File: config.mk
export PLATFORM = sky130hd
export DESIGN_NAME = bounded_unique_set_with_rank_top_flat
export DESIGN_NICKNAME = d
export VERILOG_FILES = /design/src/rtl/busr_pkg.sv /design/src/rtl/busr_req_if.sv /design/src/rtl/busr_rsp_if.sv /design/src/rtl/busr_ram.sv /design/src/rtl/busr_datapath.sv /design/src/rtl/busr_ctrl.sv /design/src/rtl/bounded_unique_set_with_rank_top.sv /design/src/flat_wrapper.sv
export VERILOG_INCLUDE_DIRS = /design/src /design/src/rtl
export SDC_FILE = /design/constraint.sdc
export NUM_CORES = 2
export LEC_CHECK = 0
export BUFFER_PORTS_ARGS = -buffer_cell sky130_fd_sc_hd__buf_2
export CAP_MARGIN = 20
export CORE_MARGIN = 2
export CORE_UTILIZATION = 60
export DETAILED_ROUTE_END_ITERATION = 10
export PLACE_DENSITY = 0.81
export SYNTH_ARGS = -nofsm -noshare
export SYNTH_HDL_FRONTEND = slang
export SYNTH_SLANG_ARGS = --single-unit
File: constraint.sdc
create_clock -name clk -period 12.74 [get_ports clk]
set_clock_uncertainty 0.1 [all_clocks]
set_input_delay 0.637 -clock clk [delete_from_list [all_inputs] [get_ports clk]]
set_output_delay 0.637 -clock clk [all_outputs]
set_load 0.03 [all_outputs]
File: src/rtl/bounded_unique_set_with_rank_top_defines.svh
// ----------------------------------------------------------------------------
// bounded unique set with rank - assertion macros
// concurrent assertion helpers on clk, disabled while rst_n is low
// ----------------------------------------------------------------------------
`ifndef BOUNDED_UNIQUE_SET_WITH_RANK_TOP_DEFINES_SVH
`define BOUNDED_UNIQUE_SET_WITH_RANK_TOP_DEFINES_SVH

`ifndef ASSERT_OFF
`define BUSR_ASSERT_IMP(label, ante, cons, msg) \
    label: assert property (@(posedge clk) disable iff (!rst_n) (ante) |-> (cons)) \
        else $error(msg);
`define BUSR_ASSERT_NXT(label, ante, cons, msg) \
    label: assert property (@(posedge clk) disable iff (!rst_n) (ante) |=> (cons)) \
        else $error(msg);
`else
`define BUSR_ASSERT_IMP(label, ante, cons, msg)
`define BUSR_ASSERT_NXT(label, ante, cons, msg)
`endif

`endif

File: src/rtl/busr_pkg.sv
// ----------------------------------------------------------------------------
// busr_pkg
// shared widths, request kinds, controller states and command/status bundles
// ----------------------------------------------------------------------------
package busr_pkg;

    localparam int REQ_TYPE_W = 2;
    localparam int ITEM_W     = 32;
    localparam int RANK_W     = 6;
    localparam int COUNT_W    = 7;

    typedef enum logic [REQ_TYPE_W-1:0] {
        REQ_INSERT   = 2'd0,
        REQ_ERASE    = 2'd1,
        REQ_CONTAINS = 2'd2,
        REQ_GET      = 2'd3
    } req_kind_t;

    typedef enum logic [2:0] {
        ST_IDLE,
        ST_START,
        ST_FIND,
        ST_SHIFT,
        ST_OUTER_RD,
        ST_OUTER_LAT,
        ST_INNER,
        ST_FINISH
    } state_t;

    typedef struct packed {
        logic load_req;
        logic scan_start;
        logic scan;
        logic shift_start;
        logic shift_wr;
        logic outer_rd;
        logic outer_latch;
        logic outer_next;
        logic ins_write;
        logic fill_dec;
        logic res_set;
        logic res_ok;
        logic res_cand;
        logic out_load;
    } cmd_t;

    typedef struct packed {
        req_kind_t kind;
        logic      hit;
        logic      scan_done;
        logic      rank_ok;
        logic      full;
        logic      empty;
        logic      rank_match;
        logic      out_free;
    } sts_t;

endpackage

File: src/rtl/busr_req_if.sv
// ----------------------------------------------------------------------------
// busr_req_if
// request channel: valid/ready handshake with request kind, item and rank
// ----------------------------------------------------------------------------
interface busr_req_if;

    logic                            valid;
    logic                            ready;
    logic [busr_pkg::REQ_TYPE_W-1:0] req_type;
    logic [busr_pkg::ITEM_W-1:0]     item;
    logic [busr_pkg::RANK_W-1:0]     rank;

    modport source (output valid, output req_type, output item, output rank, input ready);
    modport sink   (input valid, input req_type, input item, input rank, output ready);

endinterface

File: src/rtl/busr_rsp_if.sv
// ----------------------------------------------------------------------------
// busr_rsp_if
// result channel: valid/ready handshake with flag, item and count
// ----------------------------------------------------------------------------
interface busr_rsp_if;

    logic                         valid;
    logic                         ready;
    logic                         ok;
    logic [busr_pkg::ITEM_W-1:0]  item_out;
    logic [busr_pkg::COUNT_W-1:0] count;

    modport source (output valid, output ok, output item_out, output count, input ready);
    modport sink   (input valid, input ok, input item_out, input count, output ready);

endinterface

File: src/rtl/busr_ram.sv
// ----------------------------------------------------------------------------
// busr_ram
// generic single write, single read ram with registered read data
// ----------------------------------------------------------------------------
module busr_ram #(
    parameter int WIDTH = 32,
    parameter int DEPTH = 64
) (
    input  logic                     clk,
    input  logic                     wr_en,
    input  logic [$clog2(DEPTH)-1:0] wr_addr,
    input  logic [WIDTH-1:0]         wr_data,
    input  logic                     rd_en,
    input  logic [$clog2(DEPTH)-1:0] rd_addr,
    output logic [WIDTH-1:0]         rd_data
);

    logic [WIDTH-1:0] mem_reg [DEPTH];
    logic [WIDTH-1:0] rd_data_reg;

    always_ff @(posedge clk)
    begin
        if (wr_en)
        begin
            mem_reg[wr_addr] <= wr_data;
        end
        if (rd_en)
        begin
            rd_data_reg <= mem_reg[rd_addr];
        end
    end

    assign rd_data = rd_data_reg;

endmodule

File: src/rtl/busr_datapath.sv
// ----------------------------------------------------------------------------
// busr_datapath
// entry store, scan counters, compare logic, fill count and result register
// ----------------------------------------------------------------------------
module busr_datapath #(
    parameter int CAPACITY   = 64,
    parameter int ITEM_WIDTH = 32
) (
    input  logic                            clk,
    input  logic                            rst_n,
    input  busr_pkg::cmd_t                  cmd,
    output busr_pkg::sts_t                  sts,
    input  logic [busr_pkg::REQ_TYPE_W-1:0] req_type,
    input  logic [busr_pkg::ITEM_W-1:0]     item,
    input  logic [busr_pkg::RANK_W-1:0]     rank,
    output logic                            out_valid,
    input  logic                            out_ready,
    output logic                            ok,
    output logic [busr_pkg::ITEM_W-1:0]     item_out,
    output logic [busr_pkg::COUNT_W-1:0]    count
);

    localparam int ADDR_W  = $clog2(CAPACITY);
    localparam int FILL_W  = $clog2(CAPACITY + 1);
    localparam int RankW   = busr_pkg::RANK_W;
    localparam int CMP_W   = (FILL_W > RankW) ? FILL_W : RankW;
    localparam int ItemW   = busr_pkg::ITEM_W;
    localparam int CountW  = busr_pkg::COUNT_W;

    busr_pkg::req_kind_t   kind_reg;
    logic [ITEM_WIDTH-1:0] item_reg;
    logic [RankW-1:0]      rank_reg;
    logic [FILL_W-1:0]     fill_reg,    fill_next;
    logic [FILL_W-1:0]     j_reg,       j_next;
    logic                  pend_reg,    pend_next;
    logic [ADDR_W-1:0]     pend_idx_reg;
    logic [ADDR_W-1:0]     i_reg;
    logic [ITEM_WIDTH-1:0] cand_reg;
    logic [FILL_W-1:0]     smaller_reg, smaller_next;
    logic                  res_ok_reg;
    logic [ITEM_WIDTH-1:0] res_item_reg;
    logic                  out_vld_reg;
    logic                  out_ok_reg;
    logic [ItemW-1:0]      out_item_reg;
    logic [CountW-1:0]     out_count_reg;

    logic                  rd_en;
    logic [ADDR_W-1:0]     rd_addr;
    logic [ITEM_WIDTH-1:0] rd_data;
    logic                  wr_en;
    logic [ADDR_W-1:0]     wr_addr;
    logic [ITEM_WIDTH-1:0] wr_data;
    logic                  issue;

    busr_ram #(
        .WIDTH (ITEM_WIDTH),
        .DEPTH (CAPACITY)
    ) u_store (
        .clk     (clk),
        .wr_en   (wr_en),
        .wr_addr (wr_addr),
        .wr_data (wr_data),
        .rd_en   (rd_en),
        .rd_addr (rd_addr),
        .rd_data (rd_data)
    );

    // memory port control
    assign issue   = cmd.scan && (j_reg < fill_reg);
    assign rd_en   = issue || cmd.outer_rd;
    assign rd_addr = cmd.outer_rd ? i_reg : j_reg[ADDR_W-1:0];

    always_comb
    begin
        wr_en   = 1'b0;
        wr_addr = fill_reg[ADDR_W-1:0];
        wr_data = item_reg;
        if (cmd.ins_write)
        begin
            wr_en = 1'b1;
        end
        else if (cmd.shift_wr && pend_reg)
        begin
            wr_en   = 1'b1;
            wr_addr = pend_idx_reg - ADDR_W'(1);
            wr_data = rd_data;
        end
    end

    // scan counter and compare pipeline
    always_comb
    begin
        j_next       = j_reg;
        pend_next    = issue;
        smaller_next = smaller_reg;
        if (issue)
        begin
            j_next = j_reg + FILL_W'(1);
        end
        if (cmd.load_req || cmd.scan_start)
        begin
            j_next    = '0;
            pend_next = 1'b0;
        end
        else if (cmd.shift_start)
        begin
            j_next    = FILL_W'(pend_idx_reg) + FILL_W'(1);
            pend_next = 1'b0;
        end
        if (cmd.scan_start)
        begin
            smaller_next = '0;
        end
        else if (pend_reg && (rd_data < cand_reg))
        begin
            smaller_next = smaller_reg + FILL_W'(1);
        end
    end

    always_comb
    begin
        fill_next = fill_reg;
        if (cmd.ins_write)
        begin
            fill_next = fill_reg + FILL_W'(1);
        end
        else if (cmd.fill_dec)
        begin
            fill_next = fill_reg - FILL_W'(1);
        end
    end

    always_ff @(posedge clk or negedge rst_n)
    begin
        if (!rst_n)
        begin
            fill_reg    <= '0;
            j_reg       <= '0;
            pend_reg    <= 1'b0;
            out_vld_reg <= 1'b0;
        end
        else
        begin
            fill_reg <= fill_next;
            j_reg    <= j_next;
            pend_reg <= pend_next;
            if (cmd.out_load)
            begin
                out_vld_reg <= 1'b1;
            end
            else if (out_ready)
            begin
                out_vld_reg <= 1'b0;
            end
        end
    end

    always_ff @(posedge clk)
    begin
        smaller_reg <= smaller_next;
        if (issue)
        begin
            pend_idx_reg <= j_reg[ADDR_W-1:0];
        end
        if (cmd.load_req)
        begin
            kind_reg <= busr_pkg::req_kind_t'(req_type);
            item_reg <= ITEM_WIDTH'(item);
            rank_reg <= rank;
            i_reg    <= '0;
        end
        else if (cmd.outer_next)
        begin
            i_reg <= i_reg + ADDR_W'(1);
        end
        if (cmd.outer_latch)
        begin
            cand_reg <= rd_data;
        end
        if (cmd.res_set)
        begin
            res_ok_reg   <= cmd.res_ok;
            res_item_reg <= cmd.res_cand ? cand_reg : '0;
        end
        if (cmd.out_load)
        begin
            out_ok_reg    <= res_ok_reg;
            out_item_reg  <= ItemW'(res_item_reg);
            out_count_reg <= CountW'(fill_reg);
        end
    end

    // status back to the controller
    always_comb
    begin
        sts.kind       = kind_reg;
        sts.hit        = pend_reg && (rd_data == item_reg);
        sts.scan_done  = !pend_reg && (j_reg == fill_reg);
        sts.rank_ok    = CMP_W'(rank_reg) < CMP_W'(fill_reg);
        sts.full       = fill_reg == FILL_W'(CAPACITY);
        sts.empty      = fill_reg == '0;
        sts.rank_match = CMP_W'(smaller_reg) == CMP_W'(rank_reg);
        sts.out_free   = !out_vld_reg || out_ready;
    end

    assign out_valid = out_vld_reg;
    assign ok        = out_ok_reg;
    assign item_out  = out_item_reg;
    assign count     = out_count_reg;

endmodule

File: src/rtl/busr_ctrl.sv
// ----------------------------------------------------------------------------
// busr_ctrl
// request sequencer: lookup scan, erase shift and rank selection passes
// ----------------------------------------------------------------------------
module busr_ctrl (
    input  logic           clk,
    input  logic           rst_n,
    input  logic           in_valid,
    output logic           in_ready,
    output busr_pkg::cmd_t cmd,
    input  busr_pkg::sts_t sts
);

    busr_pkg::state_t state_reg, state_next;

    always_ff @(posedge clk or negedge rst_n)
    begin
        if (!rst_n)
        begin
            state_reg <= busr_pkg::ST_IDLE;
        end
        else
        begin
            state_reg <= state_next;
        end
    end

    always_comb
    begin
        state_next = state_reg;
        unique case (state_reg)
            busr_pkg::ST_IDLE:
            begin
                if (in_valid)
                begin
                    state_next = busr_pkg::ST_START;
                end
            end
            busr_pkg::ST_START:
            begin
                if (sts.kind == busr_pkg::REQ_GET)
                begin
                    state_next = sts.rank_ok ? busr_pkg::ST_OUTER_RD : busr_pkg::ST_FINISH;
                end
                else
                begin
                    state_next = busr_pkg::ST_FIND;
                end
            end
            busr_pkg::ST_FIND:
            begin
                if (sts.hit)
                begin
                    state_next = (sts.kind == busr_pkg::REQ_ERASE) ? busr_pkg::ST_SHIFT
                                                                   : busr_pkg::ST_FINISH;
                end
                else if (sts.scan_done)
                begin
                    state_next = busr_pkg::ST_FINISH;
                end
            end
            busr_pkg::ST_SHIFT:
            begin
                if (sts.scan_done)
                begin
                    state_next = busr_pkg::ST_FINISH;
                end
            end
            busr_pkg::ST_OUTER_RD:
            begin
                state_next = busr_pkg::ST_OUTER_LAT;
            end
            busr_pkg::ST_OUTER_LAT:
            begin
                state_next = busr_pkg::ST_INNER;
            end
            busr_pkg::ST_INNER:
            begin
                if (sts.scan_done)
                begin
                    state_next = sts.rank_match ? busr_pkg::ST_FINISH : busr_pkg::ST_OUTER_RD;
                end
            end
            busr_pkg::ST_FINISH:
            begin
                if (sts.out_free)
                begin
                    state_next = busr_pkg::ST_IDLE;
                end
            end
            default:
            begin
                state_next = busr_pkg::ST_IDLE;
            end
        endcase
    end

    always_comb
    begin
        cmd      = '0;
        in_ready = 1'b0;
        unique case (state_reg)
            busr_pkg::ST_IDLE:
            begin
                in_ready     = 1'b1;
                cmd.load_req = in_valid;
            end
            busr_pkg::ST_START:
            begin
                if ((sts.kind == busr_pkg::REQ_GET) && !sts.rank_ok)
                begin
                    cmd.res_set = 1'b1;
                end
            end
            busr_pkg::ST_FIND:
            begin
                cmd.scan = 1'b1;
                if (sts.hit)
                begin
                    if (sts.kind == busr_pkg::REQ_ERASE)
                    begin
                        cmd.shift_start = 1'b1;
                    end
                    else
                    begin
                        cmd.res_set = 1'b1;
                        cmd.res_ok  = (sts.kind == busr_pkg::REQ_CONTAINS);
                    end
                end
                else if (sts.scan_done)
                begin
                    cmd.res_set = 1'b1;
                    if ((sts.kind == busr_pkg::REQ_INSERT) && !sts.full)
                    begin
                        cmd.ins_write = 1'b1;
                        cmd.res_ok    = 1'b1;
                    end
                end
            end
            busr_pkg::ST_SHIFT:
            begin
                cmd.scan     = 1'b1;
                cmd.shift_wr = 1'b1;
                if (sts.scan_done)
                begin
                    cmd.fill_dec = 1'b1;
                    cmd.res_set  = 1'b1;
                    cmd.res_ok   = 1'b1;
                end
            end
            busr_pkg::ST_OUTER_RD:
            begin
                cmd.outer_rd = 1'b1;
            end
            busr_pkg::ST_OUTER_LAT:
            begin
                cmd.outer_latch = 1'b1;
                cmd.scan_start  = 1'b1;
            end
            busr_pkg::ST_INNER:
            begin
                cmd.scan = 1'b1;
                if (sts.scan_done)
                begin
                    if (sts.rank_match)
                    begin
                        cmd.res_set  = 1'b1;
                        cmd.res_ok   = 1'b1;
                        cmd.res_cand = 1'b1;
                    end
                    else
                    begin
                        cmd.outer_next = 1'b1;
                    end
                end
            end
            busr_pkg::ST_FINISH:
            begin
                cmd.out_load = sts.out_free;
            end
            default:
            begin
                cmd = '0;
            end
        endcase
    end

endmodule

File: src/rtl/bounded_unique_set_with_rank_top.sv
// ----------------------------------------------------------------------------
// bounded_unique_set_with_rank_top
// bounded set of distinct items with insert, erase, contains and get by rank
//
// channel   role   carries
// req       sink   req_type, item, rank
// rsp       source ok, item_out, count
//
// insert, contains and erase scan the stored items in order; a hit erase then
// shifts the later entries down; get tries candidates in order, each with a
// full scan that counts the smaller items, all through the single read port
// of the entry store
// reset empties the set at once, with no clearing pass
// a finished result sits in the output register while the next request
// is taken; a request ends only once that register is free
// ----------------------------------------------------------------------------
`include "bounded_unique_set_with_rank_top_defines.svh"

module bounded_unique_set_with_rank_top #(
    parameter int CAPACITY   = 64,
    parameter int ITEM_WIDTH = 32
) (
    input  logic        clk,
    input  logic        rst_n,
    busr_req_if.sink    req,
    busr_rsp_if.source  rsp
);

    busr_pkg::cmd_t cmd;
    busr_pkg::sts_t sts;

    busr_ctrl u_ctrl (
        .clk      (clk),
        .rst_n    (rst_n),
        .in_valid (req.valid),
        .in_ready (req.ready),
        .cmd      (cmd),
        .sts      (sts)
    );

    busr_datapath #(
        .CAPACITY   (CAPACITY),
        .ITEM_WIDTH (ITEM_WIDTH)
    ) u_datapath (
        .clk       (clk),
        .rst_n     (rst_n),
        .cmd       (cmd),
        .sts       (sts),
        .req_type  (req.req_type),
        .item      (req.item),
        .rank      (req.rank),
        .out_valid (rsp.valid),
        .out_ready (rsp.ready),
        .ok        (rsp.ok),
        .item_out  (rsp.item_out),
        .count     (rsp.count)
    );

    `BUSR_ASSERT_IMP(a_insert_not_full, cmd.ins_write, !sts.full, "insert write with the store full")
    `BUSR_ASSERT_IMP(a_erase_not_empty, cmd.fill_dec, !sts.empty, "erase with the store empty")
    `BUSR_ASSERT_IMP(a_result_slot_free, cmd.out_load, sts.out_free, "result overwrites a pending one")
    `BUSR_ASSERT_NXT(a_busy_after_accept, req.valid && req.ready, !req.ready, "request taken while busy")

endmodule
File: src/flat_wrapper.sv
// flat-port wrapper written by rule: the top's interface ports become plain ports
module bounded_unique_set_with_rank_top_flat 
#(
    parameter int CAPACITY   = 64,
    parameter int ITEM_WIDTH = 32
)
  (clk, rst_n, req_valid, req_req_type, req_item, req_rank, req_ready, rsp_valid, rsp_ok, rsp_item_out, rsp_count, rsp_ready);
  busr_req_if req_i ();
  busr_rsp_if rsp_i ();
  input  logic clk;
  input  logic rst_n;
  input wire logic [$bits(req_i.valid)-1:0] req_valid;
  input wire logic [$bits(req_i.req_type)-1:0] req_req_type;
  input wire logic [$bits(req_i.item)-1:0] req_item;
  input wire logic [$bits(req_i.rank)-1:0] req_rank;
  output wire logic [$bits(req_i.ready)-1:0] req_ready;
  output wire logic [$bits(rsp_i.valid)-1:0] rsp_valid;
  output wire logic [$bits(rsp_i.ok)-1:0] rsp_ok;
  output wire logic [$bits(rsp_i.item_out)-1:0] rsp_item_out;
  output wire logic [$bits(rsp_i.count)-1:0] rsp_count;
  input wire logic [$bits(rsp_i.ready)-1:0] rsp_ready;
  assign req_i.valid = req_valid;
  assign req_i.req_type = req_req_type;
  assign req_i.item = req_item;
  assign req_i.rank = req_rank;
  assign req_ready = req_i.ready;
  assign rsp_valid = rsp_i.valid;
  assign rsp_ok = rsp_i.ok;
  assign rsp_item_out = rsp_i.item_out;
  assign rsp_count = rsp_i.count;
  assign rsp_i.ready = rsp_ready;
  bounded_unique_set_with_rank_top #(.CAPACITY(CAPACITY), .ITEM_WIDTH(ITEM_WIDTH)) u_core (.clk(clk), .rst_n(rst_n), .req(req_i), .rsp(rsp_i));
endmodule
==> qor.csv <==
stage,metric,value,unit
worst_setup_path,setup.worst_path.start_class,register,
placement,routabilityCongestion,0.889,
cts,cts_setup_buffers,0,
flow_run,cap_violations,0,
pwr,p_leak,32.2,nW
worst_setup_path,end_kind,register,
logic_synthesis,ys.flop_type,edfxtp_1,
drt,drtPass1Iterations,9,
finish,drive_above_1_share,9.66,%
sta,slew_headroom,15.2,%
logic_synthesis,synthTopCellsByArea,"edfxtp_1 (75%), nand2_1 (7.5%), nand3_1 (2.5%)",
finish,final_nets,6477,
cts,hold_buffers,41,
cts,cts_resized,0,
worst_setup_path,endpoint,u_core.u_datapath.u_store.rd_data[4],
pwr,powerDensity,144,nW/µm²
outcome,status,"finished, final reports clean",
drt,vias_per_cell,6.81,
worst_setup_path,crit_fanout,151,
drt,wl,255000,µm
sta,rsz0062_at_grt,no,
sta,slew_violations,0,
drt,ant_nets,0,
logic_synthesis,synth_edf_count,2231,
finish,final_util,67.2,%
global_routing,grt_overflow,0,
logic_synthesis,ys_types,58,
sta,tns,0,ns
sta,worst_slack,6.66,ns
pwr,intPower,11.6,mW
sta,min_period_over_period,47.8,%
sta,fmax,0.164,GHz
floorplan,rows,141,
floorplan,dieArea,151000,µm²
worst_setup_path,crit_required,13.15,ns
placement,dp_hpwl,126000,µm
sta,worstMarginPinSlew,1.27,ns
floorplan,start_util,60.3,%
worst_setup_path,arrival,6.49,ns
pwr,p_sw,2.70,mW
logic_synthesis,synthArstFlopShare,0.840,%
worst_setup_path,reg2reg_slack,6.66,ns
global_routing,antenna_found_initial,17,
logic_synthesis,syn_area_per_cell,14.1,µm²
global_routing,grt_pass1_vias,54900,
drt,wl_per_cell,30.0,µm
cts,clkTransAtPathRegs,0.06,ns
pwr,seq_power_share,56.4,%
sta,fin_crit,6.08,ns
logic_synthesis,syn_area,88800,µm²
logic_synthesis,ys_ff_latch,2263,
global_routing,grt_pass1_wl,363000,µm
worst_setup_path,timing.rr.start,u_core.u_ctrl.state_reg[2],
drt,route.detailed.drc,0,
logic_synthesis,ys_warn_count,0,
cts,cts_root_buf,clkbuf_16,
logic_synthesis,synth_cells,6278,
logic_synthesis,yosysSeqAreaShare,76.3,%
pwr,p_sw_share,18.9,%
finish,largest_register_ffs,2048,
floorplan,core,147000,µm²
worst_setup_path,startpoint,u_core.u_ctrl.state_reg[2],
finish,fillers,8940,
floorplan,io_pins,86,
placement,pre_cts_ws,7.13,ns
placement,io_buffers,85,
global_routing,grt_use_total,33.1,%
sta,timing.hold.ws,0.133,ns
worst_setup_path,timing.rr.end,u_core.u_datapath.u_store.rd_data[4],
cts,cts_inserted_buffers,204,
floorplan,dieHeight,389,µm
finish,diodes,0,
logic_synthesis,synth.top_cell.area_share,75.4,%
finish,areaGrowthSynthToFinish,11.4,%
worst_setup_path,reg2reg_depth,10,
cts,h-tree-depth,4,
cts,cts_tree,yes,
pwr,combinationalPowerShare,0.1,%
worst_hold_path,hold_class,in -> reg,
global_routing,grt_max_degree,210,
cts,clock_latency,0.85,ns
cts,clk_path_buf_depth,3,
logic_synthesis,syn_nets,6376,
pwr,vdd_drop_max,0.152,mV
cts,clock_sinks,2263,
floorplan,die_x,389,µm
drt,via_count,57800,
drt,drt_iter0_drc,11700,
pwr,power.share.clock,43.4,%
sta,setup_viol,0,
logic_synthesis,synth_area_leader_cell,edfxtp_1,
worst_setup_path,critPathKind,reg -> reg,
sta,final_hold_viol_count,0,
cells in the final DEF (no fill, tap or decap), types with 43 or more instances in the layout:
master,n
a31oi_1,353
a32o_1,48
a32oi_1,108
and3_1,49
buf_2,85
buf_4,106
clkbuf_1,49
clkbuf_16,209
clkinv_1,43
edfxtp_1,2231
ha_1,53
inv_1,52
mux2i_1,172
nand2_1,1777
nand3_1,450
nand4_1,150
nor2_1,69
nor2_4,64
xnor2_1,45
synthesized netlist by cell type (45+ instances only):
cell type,count
a32oi_1,108
nand3_1,451
xnor2_1,45
inv_1,52
buf_2,149
a32o_1,48
and3_1,49
a31oi_1,353
nand2_1,1780
ha_1,53
edfxtp_1,2231
clkbuf_1,150
nand4_1,150
nor2_1,133
mux2i_1,173
worst max-delay path, stage by stage (launching register included):
cell	delay (ns)
dfrtp_1	0.63
or3b_1	0.67
mux2i_4	0.30
buf_12	0.56
buf_12	0.57
buf_4	0.82
mux2i_1	0.30
a32oi_1	0.08
and3_1	0.25
a31oi_1	0.91
nand4_1	0.21
stage by stage:
stage	area, µm²	cells	total power, mW
after detailed placement	91300	8037	8.22
after global placement	91300	8037	8.22
final	99000	8485	14.3
after CTS	98500	8460	14.3
after floorplan	88800	6278	8.21
after global routing	99000	8485	14.5
routing by layer:
layer	share of wire, %	vias to the layer above	GRT usage, %
met5	0.046	-	0
met4	6.0	18	17.5
met3	17	1028	10.1
met2	44	5427	49.6
met1	33	27700	43.8
li1	-	23600	-
power groups by stage:
stage / logic (mW) / registers, mW / clock network (mW)
global route: 0.0199 / 8.05 / 6.45
finish: 0.0185 / 8.05 / 6.19
detailed placement: 0.00784 / 8.21 / 0
floorplan: 0.0000595 / 8.21 / 0
CTS: 0.0182 / 8.05 / 6.19
global placement: 0.00787 / 8.21 / 0
final cells by class:
cell class              instances  area [µm²]  area share (%)
clock inverters               124        1300            1.32
clock buffers                 258        5410            5.47
well taps                    1930        2410            2.44
inverters                      52         195           0.197
repair buffers                266        2300            2.32
multi-input cells            3592       19600            19.8
flip-flops and latches       2263       67700            68.4
cell families after synthesis:
| kind of cell | after synthesis | share of synthesized area, % |
|---|---|---|
| AOI/OAI and AO/OA | 615 | 4.90 |
| xor gates and xnor gates | 65 | 0.641 |
| adders and majority gates | 54 | 0.769 |
| buffers and inverters | 423 | 2.30 |
| DFF | 2263 | 76.3 |
| muxes | 210 | 2.42 |
| and+or+nand+nor | 2648 | 12.7 |
how the worst min path moves through the flow:
stage | start | end | slack (ns) | depth (start not counted)
after global placement | u_core.u_datapath.res_item_reg[5] | u_core.u_datapath.item_out[5] | 0.30 | 0
after CTS | rsp_ready | u_core.u_datapath.out_valid | 0.03 | 3
after floorplan | rst_n | u_core.u_ctrl.state_reg[0] | 0.24 | 0
final | rsp_ready | u_core.u_datapath.out_valid | 0.13 | 3
after detailed placement | u_core.u_datapath.res_item_reg[14] | u_core.u_datapath.item_out[14] | 0.30 | 0
after global routing | rsp_ready | u_core.u_datapath.out_valid | 0.13 | 3
Note: power is estimated with default switching activity, not from simulation.
